**src/rtl/pfrc_pkg.sv**
```systemverilog
// shared types, constants and register codes of the pcm format, rate and channel converter
`timescale 1ns / 1ps
`default_nettype none
package pfrc_pkg;

  localparam int MAX_CHANNELS = 8;
  localparam int MAX_REPEATS  = 8;

  localparam int RATE_W     = 21;
  localparam int RATE_MIN   = 8192;
  localparam int RATE_MAX   = 1048576;
  localparam int PHASE_ONE  = 65536;
  localparam int PH_W       = 24;
  localparam int FULL_SCALE = 32767;

  localparam int WORD_W = 32;
  localparam int SMP_W  = 16;
  localparam int MAN_W  = 24;
  localparam int PROD_W = MAN_W + 15;

  localparam int FMT_W   = 3;
  localparam int INCH_W  = 4;
  localparam int OUTCH_W = 2;
  localparam int IDX_W   = 2;

  localparam int NCH_W  = $clog2(MAX_CHANNELS + 1);
  localparam int CNT_W  = (MAX_CHANNELS > 1) ? $clog2(MAX_CHANNELS) : 1;
  localparam int SUM_W  = SMP_W + $clog2(MAX_CHANNELS);
  localparam int REP_W  = $clog2(MAX_REPEATS + 1);

  // sample formats
  localparam logic [FMT_W-1:0] FMT_PCM16 = 3'd0;
  localparam logic [FMT_W-1:0] FMT_PCM24 = 3'd1;
  localparam logic [FMT_W-1:0] FMT_PCM32 = 3'd2;
  localparam logic [FMT_W-1:0] FMT_F32   = 3'd3;

  // register indexes
  localparam logic [IDX_W-1:0] REG_FORMAT   = 2'd0;
  localparam logic [IDX_W-1:0] REG_IN_CH    = 2'd1;
  localparam logic [IDX_W-1:0] REG_OUT_CH   = 2'd2;
  localparam logic [IDX_W-1:0] REG_RATE     = 2'd3;

  typedef enum logic [2:0] {
    ST_IDLE,
    ST_ACC,
    ST_DIV,
    ST_LOOP,
    ST_EMIT0,
    ST_EMIT1
  } pfrc_state_t;

endpackage
`default_nettype wire

```
**src/rtl/pfrc_conv.sv**
```systemverilog
// sample word to signed 16-bit converter with a registered float scaling multiply
`timescale 1ns / 1ps
`default_nettype none
module pfrc_conv
  import pfrc_pkg::*;
(
  input  wire logic                    clk,
  input  wire logic                    load,
  input  wire logic [WORD_W-1:0]       word,
  input  wire logic [FMT_W-1:0]        fmt,
  output logic signed [SMP_W-1:0]      sample
);

  logic [WORD_W-1:0] word_r;
  logic [PROD_W-1:0] prod_r;
  logic [MAN_W-1:0]  man_in;
  logic [7:0]        ex;
  logic [7:0]        sh;
  logic [PROD_W-1:0] shifted;
  logic [14:0]       mag;
  logic signed [SMP_W-1:0] float_s;
  logic              is_nan;

  assign man_in = (word[30:23] == 8'd0) ? {1'b0, word[22:0]} : {1'b1, word[22:0]};

  always_ff @(posedge clk) begin
    if (load) begin
      word_r <= word;
      prod_r <= PROD_W'(man_in) * PROD_W'(FULL_SCALE);
    end
  end

  always_comb begin
    ex      = word_r[30:23];
    is_nan  = (ex == 8'hff) && (word_r[22:0] != 23'd0);
    // value is m * 2^(e - 150), so the scaled product shifts right by 150 - e
    sh      = 8'd150 - ((ex == 8'd0) ? 8'd1 : ex);
    shifted = (sh >= 8'(PROD_W)) ? '0 : (prod_r >> sh);
    if (ex >= 8'd127) mag = 15'(FULL_SCALE);
    else              mag = shifted[14:0];
    if (is_nan)          float_s = '0;
    else if (word_r[31]) float_s = -$signed({1'b0, mag});
    else                 float_s = $signed({1'b0, mag});
  end

  always_comb begin
    unique case (fmt)
      FMT_PCM16: sample = $signed(word_r[15:0]);
      FMT_PCM24: sample = $signed(word_r[23:8]);
      FMT_PCM32: sample = $signed(word_r[31:16]);
      FMT_F32:   sample = float_s;
      default:   sample = '0;
    endcase
  end

endmodule
`default_nettype wire

```
**src/rtl/pfrc_div.sv**
```systemverilog
// bit-serial restoring divider for the mono average, truncating toward zero
`timescale 1ns / 1ps
`default_nettype none
module pfrc_div
  import pfrc_pkg::*;
(
  input  wire logic                    clk,
  input  wire logic                    rst_n,
  input  wire logic                    start,
  input  wire logic signed [SUM_W-1:0] dividend,
  input  wire logic [NCH_W-1:0]        divisor,
  output logic                         done,
  output logic signed [SMP_W-1:0]      quotient
);

  localparam int DCNT_W = $clog2(SUM_W + 1);

  logic              busy_r, busy_nxt;
  logic              done_r, done_nxt;
  logic [DCNT_W-1:0] cnt_r, cnt_nxt;
  logic [NCH_W-1:0]  rem_r, rem_nxt;
  logic [NCH_W-1:0]  dvs_r, dvs_nxt;
  logic [SUM_W-1:0]  quo_r, quo_nxt;
  logic              neg_r, neg_nxt;
  logic [NCH_W:0]    trial;
  logic [NCH_W:0]    diff;
  logic              fits;

  always_comb begin
    busy_nxt = busy_r;
    done_nxt = 1'b0;
    cnt_nxt  = cnt_r;
    rem_nxt  = rem_r;
    dvs_nxt  = dvs_r;
    quo_nxt  = quo_r;
    neg_nxt  = neg_r;
    trial    = {rem_r, quo_r[SUM_W-1]};
    diff     = trial - {1'b0, dvs_r};
    fits     = trial >= {1'b0, dvs_r};
    if (start) begin
      busy_nxt = 1'b1;
      cnt_nxt  = DCNT_W'(SUM_W);
      rem_nxt  = '0;
      dvs_nxt  = divisor;
      neg_nxt  = dividend[SUM_W-1];
      quo_nxt  = dividend[SUM_W-1] ? SUM_W'(-dividend) : SUM_W'(dividend);
    end else if (busy_r) begin
      // one quotient bit a cycle, msb first
      rem_nxt = fits ? diff[NCH_W-1:0] : trial[NCH_W-1:0];
      quo_nxt = {quo_r[SUM_W-2:0], fits};
      cnt_nxt = cnt_r - 1'b1;
      if (cnt_r == DCNT_W'(1)) begin
        busy_nxt = 1'b0;
        done_nxt = 1'b1;
      end
    end
  end

  always_ff @(posedge clk) begin
    if (!rst_n) begin
      busy_r <= 1'b0;
      done_r <= 1'b0;
      cnt_r  <= '0;
    end else begin
      busy_r <= busy_nxt;
      done_r <= done_nxt;
      cnt_r  <= cnt_nxt;
    end
  end

  always_ff @(posedge clk) begin
    rem_r <= rem_nxt;
    dvs_r <= dvs_nxt;
    quo_r <= quo_nxt;
    neg_r <= neg_nxt;
  end

  assign done     = done_r;
  assign quotient = neg_r ? -$signed(SMP_W'(quo_r)) : $signed(SMP_W'(quo_r));

endmodule
`default_nettype wire

```
**src/rtl/pcm_format_rate_channel_converter_unit.sv**
```systemverilog
// Interleaved channel words go in one at a time; each is converted to signed 16 bits
// (pcm16/24/32 by taking the top 16 bits, float32 clamped and scaled by 32767), and
// on the last channel of a frame a mono average or stereo pair is emitted zero or more
// times by a Q8.16 signed drop/repeat phase accumulator. A word that does not end a
// frame is accepted with the float multiply, then accumulated. A frame-ending word also
// runs the bit-serial average divider, then one loop pass per output frame copy, each
// followed by its results, one per cycle as the output side takes them, and a last loop
// pass to close the phase. in_tready is high only while the sequencer is idle. A silent
// word is taken without leaving idle, yields nothing, and restarts frame assembly and
// the phase.
`timescale 1ns / 1ps
`default_nettype none
module pcm_format_rate_channel_converter_unit
  import pfrc_pkg::*;
(
  input  wire logic                clk,
  input  wire logic                rst_n,
  input  wire logic                in_tvalid,
  output logic                     in_tready,
  input  wire logic [WORD_W-1:0]   in_tdata,   // sample_word
  input  wire logic                in_tuser,   // silent
  output logic                     out_tvalid,
  input  wire logic                out_tready,
  output logic [SMP_W-1:0]         out_tdata,  // out_sample
  output logic                     out_tuser,  // out_channel
  output logic                     out_tlast,
  input  wire logic                cfg_valid,
  output logic                     cfg_ready,
  input  wire logic [IDX_W-1:0]    cfg_index,
  input  wire logic [RATE_W-1:0]   cfg_data
);

  pfrc_state_t state_r, state_nxt;

  logic [FMT_W-1:0]   fmt_r;
  logic [INCH_W-1:0]  in_ch_r;
  logic [OUTCH_W-1:0] out_ch_r;
  logic [RATE_W-1:0]  rate_r;

  logic [CNT_W-1:0]        cnt_r, cnt_nxt;
  logic signed [SUM_W-1:0] sum_r, sum_nxt;
  logic signed [SMP_W-1:0] first_r, first_nxt;
  logic signed [SMP_W-1:0] second_r, second_nxt;
  logic signed [PH_W-1:0]  phase_r, phase_nxt;
  logic [REP_W-1:0]        reps_r, reps_nxt;
  logic                    last_iter_r, last_iter_nxt;

  logic              out_valid_r, out_valid_nxt;
  logic [SMP_W-1:0]  out_data_r, out_data_nxt;
  logic              out_ch_sel_r, out_ch_sel_nxt;
  logic              out_last_r, out_last_nxt;

  logic                    in_acc;
  logic                    conv_load;
  logic signed [SMP_W-1:0] conv_sample;
  logic                    div_start;
  logic                    div_done;
  logic signed [SMP_W-1:0] mono;
  logic [NCH_W-1:0]        n_c;
  logic [RATE_W-1:0]       step_c;
  logic signed [PH_W-1:0]  phase_add;
  logic                    phase_le0;
  logic                    add_le0;
  logic                    last_c;
  logic                    stereo;
  logic                    frame_end;

  assign in_tready  = (state_r == ST_IDLE);
  assign in_acc     = in_tvalid && in_tready;
  assign conv_load  = in_acc && !in_tuser;
  assign cfg_ready  = 1'b1;
  assign out_tvalid = out_valid_r;
  assign out_tdata  = out_data_r;
  assign out_tuser  = out_ch_sel_r;
  assign out_tlast  = out_last_r;

  pfrc_conv u_conv (
    .clk    (clk),
    .load   (conv_load),
    .word   (in_tdata),
    .fmt    (fmt_r),
    .sample (conv_sample)
  );

  // the divider starts on the accumulate cycle, so it takes the sum with this word in it
  pfrc_div u_div (
    .clk      (clk),
    .rst_n    (rst_n),
    .start    (div_start),
    .dividend (sum_nxt),
    .divisor  (n_c),
    .done     (div_done),
    .quotient (mono)
  );

  // configuration
  always_ff @(posedge clk) begin
    if (!rst_n) begin
      fmt_r    <= FMT_PCM16;
      in_ch_r  <= 4'd2;
      out_ch_r <= 2'd1;
      rate_r   <= RATE_W'(PHASE_ONE);
    end else if (cfg_valid && cfg_ready) begin
      unique case (cfg_index)
        REG_FORMAT: fmt_r    <= cfg_data[FMT_W-1:0];
        REG_IN_CH:  in_ch_r  <= cfg_data[INCH_W-1:0];
        REG_OUT_CH: out_ch_r <= cfg_data[OUTCH_W-1:0];
        REG_RATE:   rate_r   <= cfg_data;
      endcase
    end
  end

  always_comb begin
    if (in_ch_r == '0)                                       n_c = NCH_W'(1);
    else if ({28'd0, in_ch_r} > 32'(MAX_CHANNELS))           n_c = NCH_W'(MAX_CHANNELS);
    else                                                     n_c = NCH_W'(in_ch_r);
    if (rate_r < RATE_W'(RATE_MIN))      step_c = RATE_W'(RATE_MIN);
    else if (rate_r > RATE_W'(RATE_MAX)) step_c = RATE_W'(RATE_MAX);
    else                                 step_c = rate_r;
  end

  assign stereo    = out_ch_r[1];
  assign frame_end = ((NCH_W+1)'(cnt_r) + 1'b1) >= (NCH_W+1)'(n_c);
  assign phase_add = phase_r + $signed(PH_W'(step_c));
  assign phase_le0 = phase_r[PH_W-1] || (phase_r == '0);
  assign add_le0   = phase_add[PH_W-1] || (phase_add == '0);
  // the final copy is the last pass of the loop or the one that hits the repeat cap
  assign last_c    = !add_le0 || (REP_W'(reps_r + 1'b1) == REP_W'(MAX_REPEATS));

  always_comb begin
    state_nxt      = state_r;
    cnt_nxt        = cnt_r;
    sum_nxt        = sum_r;
    first_nxt      = first_r;
    second_nxt     = second_r;
    phase_nxt      = phase_r;
    reps_nxt       = reps_r;
    last_iter_nxt  = last_iter_r;
    out_valid_nxt  = out_valid_r;
    out_data_nxt   = out_data_r;
    out_ch_sel_nxt = out_ch_sel_r;
    out_last_nxt   = out_last_r;
    div_start      = 1'b0;

    unique case (state_r)
      ST_IDLE: begin
        if (in_acc) begin
          if (in_tuser) begin
            phase_nxt = '0;
            cnt_nxt   = '0;
            sum_nxt   = '0;
          end else begin
            state_nxt = ST_ACC;
          end
        end
      end
      ST_ACC: begin
        if (cnt_r == '0) begin
          first_nxt  = conv_sample;
          second_nxt = conv_sample;
          sum_nxt    = SUM_W'(conv_sample);
        end else begin
          if (cnt_r == CNT_W'(1)) second_nxt = conv_sample;
          sum_nxt = sum_r + SUM_W'(conv_sample);
        end
        if (frame_end) begin
          cnt_nxt   = '0;
          state_nxt = ST_DIV;
        end else begin
          cnt_nxt   = cnt_r + 1'b1;
          state_nxt = ST_IDLE;
        end
      end
      ST_DIV: begin
        // sum_r holds the whole frame here
        if (div_done) state_nxt = ST_LOOP;
      end
      ST_LOOP: begin
        if (phase_le0) begin
          phase_nxt = phase_add;
          if (reps_r < REP_W'(MAX_REPEATS)) begin
            reps_nxt       = reps_r + 1'b1;
            last_iter_nxt  = last_c;
            out_valid_nxt  = 1'b1;
            out_data_nxt   = stereo ? first_r : mono;
            out_ch_sel_nxt = 1'b0;
            out_last_nxt   = stereo ? 1'b0 : last_c;
            state_nxt      = ST_EMIT0;
          end
        end else begin
          phase_nxt = phase_r - PH_W'(PHASE_ONE);
          reps_nxt  = '0;
          state_nxt = ST_IDLE;
        end
      end
      ST_EMIT0: begin
        if (out_tready) begin
          if (stereo) begin
            out_data_nxt   = second_r;
            out_ch_sel_nxt = 1'b1;
            out_last_nxt   = last_iter_r;
            state_nxt      = ST_EMIT1;
          end else begin
            out_valid_nxt = 1'b0;
            state_nxt     = ST_LOOP;
          end
        end
      end
      ST_EMIT1: begin
        if (out_tready) begin
          out_valid_nxt = 1'b0;
          state_nxt     = ST_LOOP;
        end
      end
      default: state_nxt = ST_IDLE;
    endcase

    if (state_r == ST_ACC && frame_end) div_start = 1'b1;
  end

  always_ff @(posedge clk) begin
    if (!rst_n) begin
      state_r     <= ST_IDLE;
      cnt_r       <= '0;
      sum_r       <= '0;
      first_r     <= '0;
      second_r    <= '0;
      phase_r     <= '0;
      reps_r      <= '0;
      out_valid_r <= 1'b0;
    end else begin
      state_r     <= state_nxt;
      cnt_r       <= cnt_nxt;
      sum_r       <= sum_nxt;
      first_r     <= first_nxt;
      second_r    <= second_nxt;
      phase_r     <= phase_nxt;
      reps_r      <= reps_nxt;
      out_valid_r <= out_valid_nxt;
    end
  end

  always_ff @(posedge clk) begin
    last_iter_r  <= last_iter_nxt;
    out_data_r   <= out_data_nxt;
    out_ch_sel_r <= out_ch_sel_nxt;
    out_last_r   <= out_last_nxt;
  end

endmodule
`default_nettype wire
```
**config.mk**
```make
export PLATFORM = sky130hd
export DESIGN_NAME = pcm_format_rate_channel_converter_unit
export DESIGN_NICKNAME = d
export VERILOG_FILES = /design/src/rtl/pfrc_pkg.sv /design/src/rtl/pfrc_conv.sv /design/src/rtl/pfrc_div.sv /design/src/rtl/pcm_format_rate_channel_converter_unit.sv
export SDC_FILE = /design/constraint.sdc
export NUM_CORES = 1
export LEC_CHECK = 0
export BUFFER_PORTS_ARGS = -buffer_cell sky130_fd_sc_hd__buf_4
export CAP_MARGIN = 20
export CORE_MARGIN = 4
export CORE_UTILIZATION = 55
export CTS_CLUSTER_DIAMETER = 80
export CTS_CLUSTER_SIZE = 16
export DETAILED_ROUTE_END_ITERATION = 10
export GPL_ROUTABILITY_DRIVEN = 0
export PLACE_DENSITY = 0.76
export REMOVE_ABC_BUFFERS = 1
export SLEW_MARGIN = 20
export SYNTH_ARGS = -nofsm -noshare
export SYNTH_HDL_FRONTEND = slang
export SYNTH_SLANG_ARGS = --single-unit
```
**constraint.sdc**
```tcl
create_clock -name clk -period 9.6 [get_ports clk]
set_input_delay 1.92 -clock clk [delete_from_list [all_inputs] [get_ports clk]]
set_output_delay 1.92 -clock clk [all_outputs]
set_load 0.01 [all_outputs]
```
==> results.yml <==
route:
  wl_per_cell_um: 20.24
  drt-total-wl_um: 64360
  drc: 0
  drt_pass1_iterations: 7
  ant_nets: 0
  vias: 20140
  drt-vias-per-instance: 6.335
  first_iter_violations: 2616
timing:
  tns_ns: 0
  worst_pin_slew_ns: 1.056
  max_freq_ghz: 0.1170
  period_needed_ns: 8.546
  worst_slack_ns: 1.054
  setup_viol: 0
  hold_ws_ns: 0.4709
  period_share_pct: 89.02
  relSlewSlack_pct: 28.72
  finalHoldViolations: 0
  skew_ns: 0.03250
  slew_viol_final: 0
  rsz0062_at_grt: "no"
worst_setup_path:
  worstPathMaxFanout: 4
  cp_cell_sequence: "buf_4 -> fa_1 -> fa_1 -> fa_1 -> inv_1 -> fa_1 -> fa_1 -> inv_1 -> fa_1 -> ha_1 -> a21oi_1 -> o21ai_0 -> nand2_1 -> a31oi_1 -> o211ai_1 -> a31oi_1 -> a41oi_1 -> a21oi_1 -> or2_2 -> and4_1 -> o31ai_1 -> o211ai_1 -> a21oi_1 -> xnor2_1"
  critPathArrivalTime_ns: 8.83
  crit_slowest_cell: "fa_1"
  required_ns: 9.88
  crit_buf_inv: 3
  startpoint_type: "input port"
  slowest_delay_ns: 0.61
  crit_type: "in2reg"
  crit_top_cell: "fa_1"
  cpLargestDelayFamily: "adder cells"
  cp-end-kind: "register"
final_layout:
  multiInputGateArea_mm2: 0.01567
  seqCellArea_mm2: 0.005916
  diodes: 0
  fill_cells: 3509
  finalInstanceArea_mm2: 0.02476
  drive_gt1_share_pct: 7.971
  final_nets: 3017
  layout.cells.non_filler: 3179
  areaGrowthSynthToFinish_pct: 7.416
placement:
  dp_cells: 3142
  port-buffer-count: 80
  dpl-instance-area_mm2: 0.02413
  hpwl_um: 50630
  pre_cts_slack_ns: 0.5470
floorplan:
  initial_utilization_pct: 56.06
  rows: 74
  die_h_um: 212.7
  die_w_um: 212.7
  dieArea_mm2: 0.04524
  design.core.area_mm2: 0.04111
  pin_count: 82
grt:
  grt_pass1_wl_um: 103000
  antenna_found_initial: 1
  grt_pass1_vias: 19640
  grtUsageTotal_pct: 28.03
  grt_remaining_overflow: 0
  grt_max_degree: 71
synthesis:
  yosysTopAreaCell: "fa_1"
  yosysMostFrequentCell: "nor2_1"
  synth_ff_type: "dfxtp_1"
  ys_seq_area_share_pct: 25.67
  synth_edf_count: 113
  yosysWarnings: 0
  synthArstFlopShare_pct: 0
  syn_avg_cell_area_um2: 8.810
  syn_inst: 2616
  synthTopCellsByArea: "fa_1, edfxtp_1, dfxtp_1"
  synth.top_cells.by_count: "nor2_1, inv_1, nand2_1, fa_1, a21oi_1"
  ys_seq_elements: 239
  synth_top_area_share_pct: 15.46
  yosysUniqueCellTypes: 103
  syn_area_mm2: 0.02305
clock_tree:
  clockBufferDepth: 3
  ctsHoldBuffers: 0
  postCtsSetupBuffers: 0
  cts.sinks: 239
  htreeDepth: 1
  clk_latency_ns: 0.54
  cts_made_buffers: 21
  path_clk_slew_ns: 0.07
  cts_tree: "done"
  postCtsResizedCells: 0
  root_buffer: "clkbuf_16"
run_status:
  status: "completed"
min_path:
  min_path_type: "reg2reg"
pwr:
  cellPowerDensity_mw_per_mm2: 437.4
  ir_worst_vdd_mv: 0.7592
  leakage_nw: 10.38
flow_run:
  maxCapViolations: 0
path summary, 6_finish.rpt:
kind / slack, ns / endpoint / start / depth (start not counted)
hold reg to reg: 0.47 / first_r[2] / first_r[2] / 2
setup / recovery: 1.05 / u_conv.prod_r[37] / in_tdata[8] / 24
hold / removal: 0.47 / first_r[2] / first_r[2] / 2
setup reg to reg: 1.10 / u_div.quo_r[18] / u_conv.word_r[27] / 32
registers in the layout (all words and copies together), names as in the netlist, 4 cells and up:
name / flops
reps_r: 4
u_div.cnt_r: 5
u_conv.prod_r: 39
u_div.dvs_r: 4
sum_r: 19
u_div.quo_r: 19
u_div.rem_r: 4
rate_r: 21
in_ch_r: 4
phase_r: 24
second_r: 16
u_conv.word_r: 31
first_r: 16
out_tdata: 16
per-layer routing:
metal	vias up	track usage, %	wire [um]
met5	-	0	0
met4	0	11.15	3099
met3	259	4.952	5412
met2	988	47.03	30840
met1	9594	36.27	25010
li1	9297	-	-
tightest hold or removal path, cell delays in order, from the launching register on:
cell     delay, ns
dfxtp_1       0.31
nand2_1       0.06
a21oi_1       0.06
through the flow:
stage | util [%] | total power, mW
floorplan | - | 7.999
global placement | 58.70 | 9.694
detailed placement | 58.70 | 9.963
CTS | 60.22 | 10.83
global route | 60.22 | 11.93
finish | 60.22 | 10.83
cell families (layout without fill, tap and decap cells):
kind of cell,after synthesis,after routing,share of synthesized area [%]
and+or+nand+nor,841,841,17.60
AOI/OAI and AO/OA,631,631,18.67
buffers and inverters,378,409,6.412
adders and majority gates,324,324,23.38
DFF,239,239,25.67
xor gates and xnor gates,112,112,4.256
muxes,90,90,4.001
other,1,1,0.01627
cell usage in the layout, fill, tap and decap left out, types with 21 or more instances in the layout:
master	count
a211oi_1	36
a21o_1	26
a21oi_1	170
a22oi_1	29
a31oi_1	24
and2_1	34
buf_4	129
clkbuf_16	21
dfxtp_1	126
edfxtp_1	113
fa_1	178
ha_1	145
inv_1	241
mux2i_1	78
nand2_1	232
nand3_1	54
nor2_1	251
nor2b_1	33
nor3_1	69
nor4_1	21
o211ai_1	22
o21ai_0	100
o21bai_1	23
o31ai_1	25
xnor2_1	68
xor2_1	44
area by class of cell:
type,count,area share [%]
clock buffer,31,2.274
clock inverter,6,0.2376
inverter,243,3.690
multi-input combinational,1999,63.30
sequential,239,23.90
tap,532,2.689
timing repair buffer,129,3.912
power breakdown:
| group | total, mW | switching [mW] | leakage [nW] | internal (mW) |
|---|---|---|---|---|
| registers | 1.92 | 0.215 | 2.06 | 1.70 |
| logic | 8.09 | 4.53 | 8.01 | 3.57 |
| clock network | 0.821 | 0.404 | 0.301 | 0.417 |
No activity file was read; power rests on OpenSTA's default activity.
